<file path="src/design/centroid_bounding_sphere_macros.svh">
// Assertion macros for the centroid bounding sphere block.
// Included by the top level; no other dependencies.
`ifndef CENTROID_BOUNDING_SPHERE_MACROS_SVH
`define CENTROID_BOUNDING_SPHERE_MACROS_SVH
`ifndef SYNTHESIS
`define CBS_ASSERT_IMPL(label, clk, rst, prop) \
   label: assert property (@(posedge clk) disable iff (rst) prop) else $error("%m failed");
`define CBS_ASSERT_RST(label, clk, prop) \
   label: assert property (@(posedge clk) prop) else $error("%m failed");
`else
`define CBS_ASSERT_IMPL(label, clk, rst, prop)
`define CBS_ASSERT_RST(label, clk, prop)
`endif
`endif

</file>
<file path="src/design/cbs_pkg.sv">
// Shared types and constants for the centroid bounding sphere block.
// No dependencies.
package cbs_pkg;
   localparam int MaxVerts   = 1024;
   localparam int AddrW      = $clog2(MaxVerts);
   localparam int CountW     = $clog2(MaxVerts + 1);
   localparam int CoordW     = 24;
   localparam int SumW       = CoordW + CountW - 1;
   localparam int DiffW      = CoordW + 1;
   localparam int SqW        = 2 * CoordW;
   localparam int DistW      = SqW + 2;
   localparam int RadW       = 25;

   typedef enum logic [6:0] {
      ST_COLLECT = 7'b0000001,
      ST_DIV     = 7'b0000010,
      ST_SCAN    = 7'b0000100,
      ST_DRAIN   = 7'b0001000,
      ST_SQRT    = 7'b0010000,
      ST_OUT     = 7'b0100000,
      ST_START   = 7'b1000000   // sums now include the last vertex
   } state_type;

   // controller to datapath
   typedef struct packed {
      logic store;      // store and sum input vertex
      logic clear;      // start a new mesh
      logic div_start;
      logic div_step;
      logic scan_rd;    // issue a store read
      logic sqrt_start;
      logic sqrt_step;
      logic load_out;
   } cmd_type;

   // datapath to controller
   typedef struct packed {
      logic full;
      logic div_done;
      logic scan_last;  // read address at final entry
      logic pipe_busy;  // scan pipeline still holds data
      logic sqrt_done;
   } status_type;
endpackage

</file>
<file path="src/design/cbs_control.sv">
// Controller state machine sequencing collect, divide, scan, root and output.
// Depends on cbs_pkg.
module cbs_control
   import cbs_pkg::*;
(
   input  logic       clock,
   input  logic       reset,
   input  logic       req_valid,
   output logic       req_ready,
   input  logic       last_vertex,
   output logic       rsp_valid,
   input  logic       rsp_ready,
   input  status_type status,
   output cmd_type    cmd,
   output logic       out_ovf_load
);
   state_type state_ff, state_in;
   logic rv_ff, rv_in;
   logic take;

   assign req_ready = state_ff == ST_COLLECT;
   assign take = req_valid && req_ready;
   assign rsp_valid = rv_ff;

   // commands
   always_comb begin
      cmd = '0;
      cmd.store = take;
      cmd.div_start = state_ff == ST_START;
      cmd.div_step = state_ff == ST_DIV && !status.div_done;
      cmd.scan_rd = state_ff == ST_SCAN;
      cmd.sqrt_start = state_ff == ST_DRAIN && !status.pipe_busy;
      cmd.sqrt_step = state_ff == ST_SQRT && !status.sqrt_done;
      cmd.load_out = state_ff == ST_OUT;
      cmd.clear = state_ff == ST_OUT;
   end
   assign out_ovf_load = state_ff == ST_OUT;

   // next state
   always_comb begin
      state_in = state_ff;
      rv_in = rv_ff && !rsp_ready;
      case (state_ff)
         ST_COLLECT: if (take && last_vertex) state_in = ST_START;
         ST_START:   state_in = ST_DIV;
         ST_DIV:     if (status.div_done) state_in = ST_SCAN;
         ST_SCAN:    if (status.scan_last) state_in = ST_DRAIN;
         ST_DRAIN:   if (!status.pipe_busy) state_in = ST_SQRT;
         ST_SQRT:    if (status.sqrt_done && !rv_ff) state_in = ST_OUT;
         ST_OUT: begin
            state_in = ST_COLLECT;
            rv_in = 1'b1;
         end
         default:    state_in = ST_COLLECT;
      endcase
   end

   always_ff @(posedge clock) begin
      if (reset) begin
         state_ff <= ST_COLLECT;
         rv_ff <= 1'b0;
      end else begin
         state_ff <= state_in;
         rv_ff <= rv_in;
      end
   end
endmodule

</file>
<file path="config.mk">
export PLATFORM = sky130hd
export DESIGN_NAME = cbs_control
export DESIGN_NICKNAME = d
export VERILOG_FILES = /design/src/design/centroid_bounding_sphere_macros.svh /design/src/design/cbs_pkg.sv /design/src/design/cbs_control.sv
export SDC_FILE = /design/constraint.sdc
export NUM_CORES = 1
export LEC_CHECK = 0
export ABC_CLOCK_PERIOD_IN_PS = 2130
export BUFFER_PORTS_ARGS = -buffer_cell sky130_fd_sc_hd__buf_4
export CORE_AREA = 8 8 45 47
export DETAILED_ROUTE_END_ITERATION = 8
export DIE_AREA = 0 0 53 55
export MAX_ROUTING_LAYER = met4
export PLACE_DENSITY_LB_ADDON = 0.25
export SLEW_MARGIN = 30
export SYNTH_ARGS = -nofsm -noshare
export SYNTH_HDL_FRONTEND = slang
export SYNTH_SLANG_ARGS = --single-unit
</file>
<file path="constraint.sdc">
create_clock -name clock -period 2.13 [get_ports clock]
set_input_delay 0.3195 -clock clock [delete_from_list [all_inputs] [get_ports clock]]
set_output_delay 0.3195 -clock clock [all_outputs]
set_load 0.01 [all_outputs]
</file>
# After elaboration in Yosys (flattened, before gate mapping)
# Cells that the tools add are included.
dict set report op_classes {
  n_mux 7
  eq_ne 12
  reduce_logical 13
}
# cell count
set ops {}
lappend ops {{$pmux 7 s6} 1}
lappend ops {{$mux 7} 5}
lappend ops {{$eq 7x1->1 const B} 1}
lappend ops {{$eq 7x2->1 const B} 1}
lappend ops {{$eq 7x3->1 const B} 1}
lappend ops {{$eq 7x4->1 const B} 1}
lappend ops {{$eq 7x5->1 const B} 1}
lappend ops {{$eq 7x6->1 const B} 1}
lappend ops {{$eq 7x7->1 const B} 1}
lappend ops {{$logic_and 1x1->1} 7}
lappend ops {{$ne 2x2->1 const B} 3}
lappend ops {{$logic_not 1->1} 5}
lappend ops {{$reduce_and 5->1} 1}
lappend ops {{$ne 2x1->1 const B} 2}
lappend ops {{$mux 1} 1}
dict set report totals {
  wordCells 34
  out_inout_bits 11
  in_bits 10
  register_bits 8
}

# Longest topological paths before layout
# Gate-level depths: netlist of the first run.
dict set report logic_depth {
  word_depth 5
  mapped_depth 5
}

# Worst setup path after synthesis of the first run
# No wires, ideal clock.
dict set report synth_path {
  path_type {reg-to-output}
  start {reg state_ff[1]}
  end {out cmd[0] (netlist bit)}
  arrival_ps 1579
  n_path_buf 2
  setup_slack_ps 232
  stages_incl_launch_ff 6
  path_cell_list {dfxtp_1 -> buf_4 -> nor4_2 -> nand2b_1 -> nor3b_1 -> buf_4}
}
dict set report synth_via {
  elab_chain_cells 1
}
# item line_no
set synth_lines {}
lappend synth_lines {{start, declared} cbs_control.sv:17} ;# state_type state_ff, state_in;
lappend synth_lines {{start signal, assigned} cbs_control.sv:63} ;# state_ff <= state_in;
lappend synth_lines {{$eq 7x6->1} -}
lappend synth_lines {{end, declared} cbs_control.sv:14} ;# output cmd_type cmd,
# Every way passes these cells.

==> metrics, run 1 <==
status finished clean; Worst EP arrival 1710 ps; worst hold path type input port to register; Final Hold Viols 0; commonest non-fill, non-tap cells in the layout buf_4, nor2_1, dfxtp_1; Slew headroom 74.8%; P&R area growth vs syn 25.9%; Total Nets Final 94; fmax 493 MHz; Yosys cell types 37; non-filler cells, final 98; hold_buf cts 0; Initial Utilization 42.2%; Ys Warns 0; final worst slack 102 ps; first-pass GRT wire length 2.15 mm; I/O pins 21; Final HPWL DP 1.02 mm; H-tree depth 1; post-layout minimum cycle time 2030 ps; crit end category primary output; Vias 527; initial antenna violation count 0; crit start category register; critical path type register to primary output; Final Skew 13.0 ps; WP data required 1810 ps; Die W 53 um; register area 163 sq um; RSZ-0062 raised after global routing yes; final slew viol count 0; Worst-Skew Late Latency 260 ps; Detail Route Antenna Nets 0; Core ar. 1380 sq um; setup bufs post-CTS 0; Post-synth ARST share 0%; Max Cap Viol 0; Root Buffer clkbuf_4; Final period util 95.2%; Placed Cells 95; die height 55 um; post-synthesis sequential area ratio 27.4%; area occupied by multi-input gates 380 sq um; final setup violation count 0; port bufs 19; Fillers 133; Yosys reg bits 8; Clock Sinks 8; CP Max Fanout 9; grt ovf 0; Tightest Pin Transition 369 ps; Ant. Diodes 0; CTS max path bufs 2; GRT Total Usage 10.2%; # rows 14; layout cells sized above 1 42.7%; ys flop type dfxtp_1; PD cells 580 nW/um^2; VDD IR max 0.323 mV; die area 2920 sq um; Wirelength per Cell 13.6 um; final wirelength 1.33 mm; number of synthesized flops with an enable pin 0; Mean Syn Cell Area 8.72 sq um; routability cong. 0.783; drt pass-1 iters 4; DR DRC count 0; CTS Buf Count 3; TritonCTS clock tree yes; Synth Cell Area 584 sq um; syn nets 77; vias in the first global route 515; DR vias/cell 5.38; pre-CTS setup slack 284 ps; initial DRC count 16; most common cell after layout, fill and taps aside buf_4; fin util 53.2%; total leakage power 0.297 nW; largest net degree at the start of global routing 11; Mapped Cells 67; register clock-pin slew on the reported worst setup and hold paths 60 ps
==> worst paths after layout <==
| kind | from | endpoint | slack (ps) | cells past startpoint |
|---|---|---|---|---|
| worst min register to register | state_ff[5] | state_ff[0] | 540 | 2 |
| worst max-delay path | state_ff[2] | cmd[7] | 100 | 4 |
| worst min-delay path | reset | state_ff[1] | 300 | 2 |
| worst max register to register | state_ff[2] | state_ff[2] | 410 | 4 |
==> synthesized netlist by cell type (all sizes together) (2+ instances only) <==
| cell type | count | area, sq um |
|---|---|---|
| nand2b | 4 | 32.5 |
| nor2 | 9 | 33.8 |
| or3b | 3 | 28.8 |
| dfxtp | 8 | 160 |
| nand2 | 2 | 7.51 |
| or3 | 2 | 12.5 |
| nand3 | 3 | 15.0 |
| o31ai | 2 | 15.0 |
| a21oi | 2 | 10.0 |
| inv | 2 | 7.51 |
| o21ba | 2 | 20.0 |
| a2111oi | 2 | 36.3 |
| buf | 7 | 50.0 |
| o21ai | 3 | 15.0 |
| nor4 | 2 | 18.8 |
| nor3 | 2 | 15.0 |
==> cells by family after synthesis <==
group,share of synthesized area (%)
xor+xnor,1.50
simple gates,39.4
compound gates,21.8
flops,27.4
buf+inv,9.85
==> layer usage <==
metal  GRT usage, %  vias to the layer above  routed length (um)
li1               -                      274                   -
met1           12.1                      239                 620
met2           14.8                       12                 612
met3           2.94                        2                  79
met4           6.47                        0                  15
met5              -                        -                   0
==> power by group <==
group          total, mW  internal, mW  switching (mW)
combinational      0.129        0.0673          0.0622
sequential         0.178         0.159          0.0186
clock              0.120        0.0647          0.0551
==> repair_timing <==
| item | in CTS | in global routing |
|---|---|---|
| gates cloned | 0 | 0 |
| gates resized for setup | 1 | 3 |
| endpoints found under the setup margin | 3 | 5 |
==> sequential cells by signal, summed over array words and instances, names as in the netlist <==
register and cells:
state_ff 7, rsp_valid 1
==> metrics by stage <==
step / power [mW] / setup TNS, ps / area [sq um] / hold WS (ps)
4_1_cts: 0.427 / 0 / 724 / 297
2_1_floorplan: 0.271 / 0 / 584 / 470
6_report: 0.427 / 0 / 736 / 296
5_1_grt: 0.461 / -23.4 / 736 / 297
3_3_place_gp: 0.301 / 0 / 697 / 535
3_5_place_dp: 0.303 / 0 / 697 / 541
==> final cells by class <==
type / count / area share, %
Multi-Input combinational cell: 50 / 51.7
Tap cell: 16 / 2.72
Sequential cell: 8 / 22.1
Timing Repair Buffer: 19 / 19.4
Clock buffer: 3 / 3.06
Inverter: 2 / 1.02
==> critical path, stage by stage, from the launching register on <==
cell     delay, ps
dfxtp_1        410
or4b_1         610
nor2_1         160
and2_1         140
buf_4          110
Note: power is estimated with default switching activity, not from simulation.
==> run 2, diff against run 1 <==
--- a/config.mk
+++ b/config.mk
@@ -12,6 +12,7 @@
 export DIE_AREA = 0 0 53 55
 export MAX_ROUTING_LAYER = met4
 export PLACE_DENSITY_LB_ADDON = 0.25
+export RECOVER_POWER = 100
 export SLEW_MARGIN = 30
 export SYNTH_ARGS = -nofsm -noshare
 export SYNTH_HDL_FRONTEND = slang
==> constraint.sdc (replaced) <==
create_clock -name clock -period 2.13 [get_ports clock]
set_input_delay 0 -clock clock [delete_from_list [all_inputs] [get_ports clock]]
set_output_delay 0 -clock clock [all_outputs]
set_load 0.01 [all_outputs]
==> run 2 against run 1 <==
Die area unchanged; clock power about the same; via count increased by 1.7%; design area decreased by 8.8%; critical path depth unchanged.
==> metrics, run 2 (synthesized netlist as in run 1, its figures left out) <==
setup slack, reg-to-reg 280 ps (-130 ps); PD cells 602 nW/um^2 (+3.7%); largest net degree at the start of global routing 11 (unchanged); status finished clean; R2R cell count 4 (unchanged); first-pass GRT wire length 2.22 mm (+3.5%); CP Max Fanout 10 (+1); worst hold path type input port to register; Biggest register state_ff; Critical Path Max Stage Delay 530 ps (-80 ps); Core ar. 1380 sq um (unchanged); GRT Total Usage 10.4% (+0.21 points); Slew headroom 65.6% (-9.2 points); TritonCTS clock tree yes; Final HPWL DP 1.03 mm (+0.31%); Tightest Pin Transition 503 ps (+135 ps); Fillers 145 (+9.0%); post-layout minimum cycle time 1850 ps (-182 ps); DR DRC count 0 (unchanged); die height 55 um (unchanged); Total Neg Setup Slack 0 ps (unchanged); crit start category register; Worst-Skew Late Latency 260 ps (about the same); Final period util 86.7% (-8.5 points); critical path type register to register; H-tree depth 1 (unchanged); Root Buffer clkbuf_4; max FFs per register 7 (unchanged); Total Nets Final 96 (+2.1%); final slew viol count 0 (unchanged); die area 2920 sq um (unchanged); Ant. Diodes 0 (unchanged); VDD IR max 0.256 mV (-21%); CTS max path bufs 2 (unchanged); WP data required 2280 ps (+470 ps); final wirelength 1.32 mm (-0.30%); # rows 14 (unchanged); RSZ-0062 raised after global routing no; P&R area growth vs syn 14.8%; drt pass-1 iters 4 (unchanged); Vias 536 (+1.7%); crit end category register; pre-CTS setup slack 434 ps (+150 ps); Detail Route Antenna Nets 0 (unchanged); Clock Sinks 8 (unchanged); hold_buf cts 2 (+2); hold path cells 3 (+1); grt ovf 0 (unchanged); setup bufs post-CTS 0 (unchanged); fmax 542 MHz (+9.9%); initial antenna violation count 0 (unchanged); layout cells sized above 1 22.6% (-20 points); Initial Utilization 42.2% (unchanged); total leakage power 0.262 nW (-12%); Die W 53 um (unchanged); DR vias/cell 5.36 (-0.33%); Max Cap Viol 0 (unchanged); final worst slack 284 ps (+182 ps); routability cong. 0.819 (+4.7%); most common cell after layout, fill and taps aside buf_4; final setup violation count 0 (unchanged); Slowest cell on crit path a2111oi_0; CTS Buf Count 3 (unchanged); Final Hold Viols 0 (unchanged); port bufs 19 (unchanged); Wirelength per Cell 13.2 um (-2.3%); cell chain of the critical path or3b_1 > a2111oi_0 > or2_2 > o21ai_0; register clock-pin slew on the reported worst setup and hold paths 70 ps (about the same); vias in the first global route 541 (+5.0%); number of gates resized after CTS 0 (-1); Final Skew 16.4 ps (+3.38 ps); I/O pins 21 (unchanged); Worst EP arrival 2000 ps (+290 ps); commonest non-fill, non-tap cells in the layout buf_4, nor2_1, clkbuf_1, dfxtp_1, nand2b_1; initial DRC count 13 (-3)
==> run 2: changes by cell type in the layout (fill, tap and decap cells not counted), sizes merged <==
cell and change:
clkbuf +8, buf -8, dlygate4sd3 +2
==> run 2: path summary, 6_finish.rpt <==
check               from           to
max reg2reg  state_ff[1]  state_ff[3]
max          state_ff[1]  state_ff[3]
min reg2reg  state_ff[6]  state_ff[0]
min            status[2]  state_ff[2]
==> run 2: metrics by stage <==
stage	std cells	util, %	hold slack (ps)	power [mW]	cell area, sq um
finish	100	48.5	4.07	0.404	671
global route	100	48.5	24.8	0.437	671
CTS	100	53.4	5.86	0.426	739
detailed placement	95	50.4	249	0.304	697
global placement	95	50.4	247	0.302	697
floorplan	67	-	37.4	0.271	584
==> run 2: report_power, final <==
| group | total (mW) | switching, mW | internal [mW] | leakage [nW] |
|---|---|---|---|---|
| registers | 0.172 | 0.0142 | 0.158 | 0.0648 |
| logic | 0.109 | 0.0567 | 0.0527 | 0.183 |
| clock network | 0.122 | 0.0575 | 0.0647 | 0.0138 |
==> run 2: metal layers <==
layer	vias up	track usage [%]	share of wire (%)
met4	0	6.47	1.1
li1	277	-	-
met5	-	-	0
met3	2	3.21	6.7
met1	241	12.0	46
met2	16	15.4	46
==> run 2: layout make-up <==
class	instances	area, sq um	area share [%]
timing repair buffer	21	133	19.8
multi-input combinational	50	328	48.9
sequential	8	160	23.9
clock buffer	3	22.5	3.36
inverter	2	7.51	1.12
tap	16	20.0	2.99
==> run 2: worst max-delay path: cells and delay by family (launching register included) <==
kind | cells | cell delay [ps]
AOI/OAI and AO/OA | 2 | 620
DFF | 1 | 490
and+or+nand+nor | 2 | 650
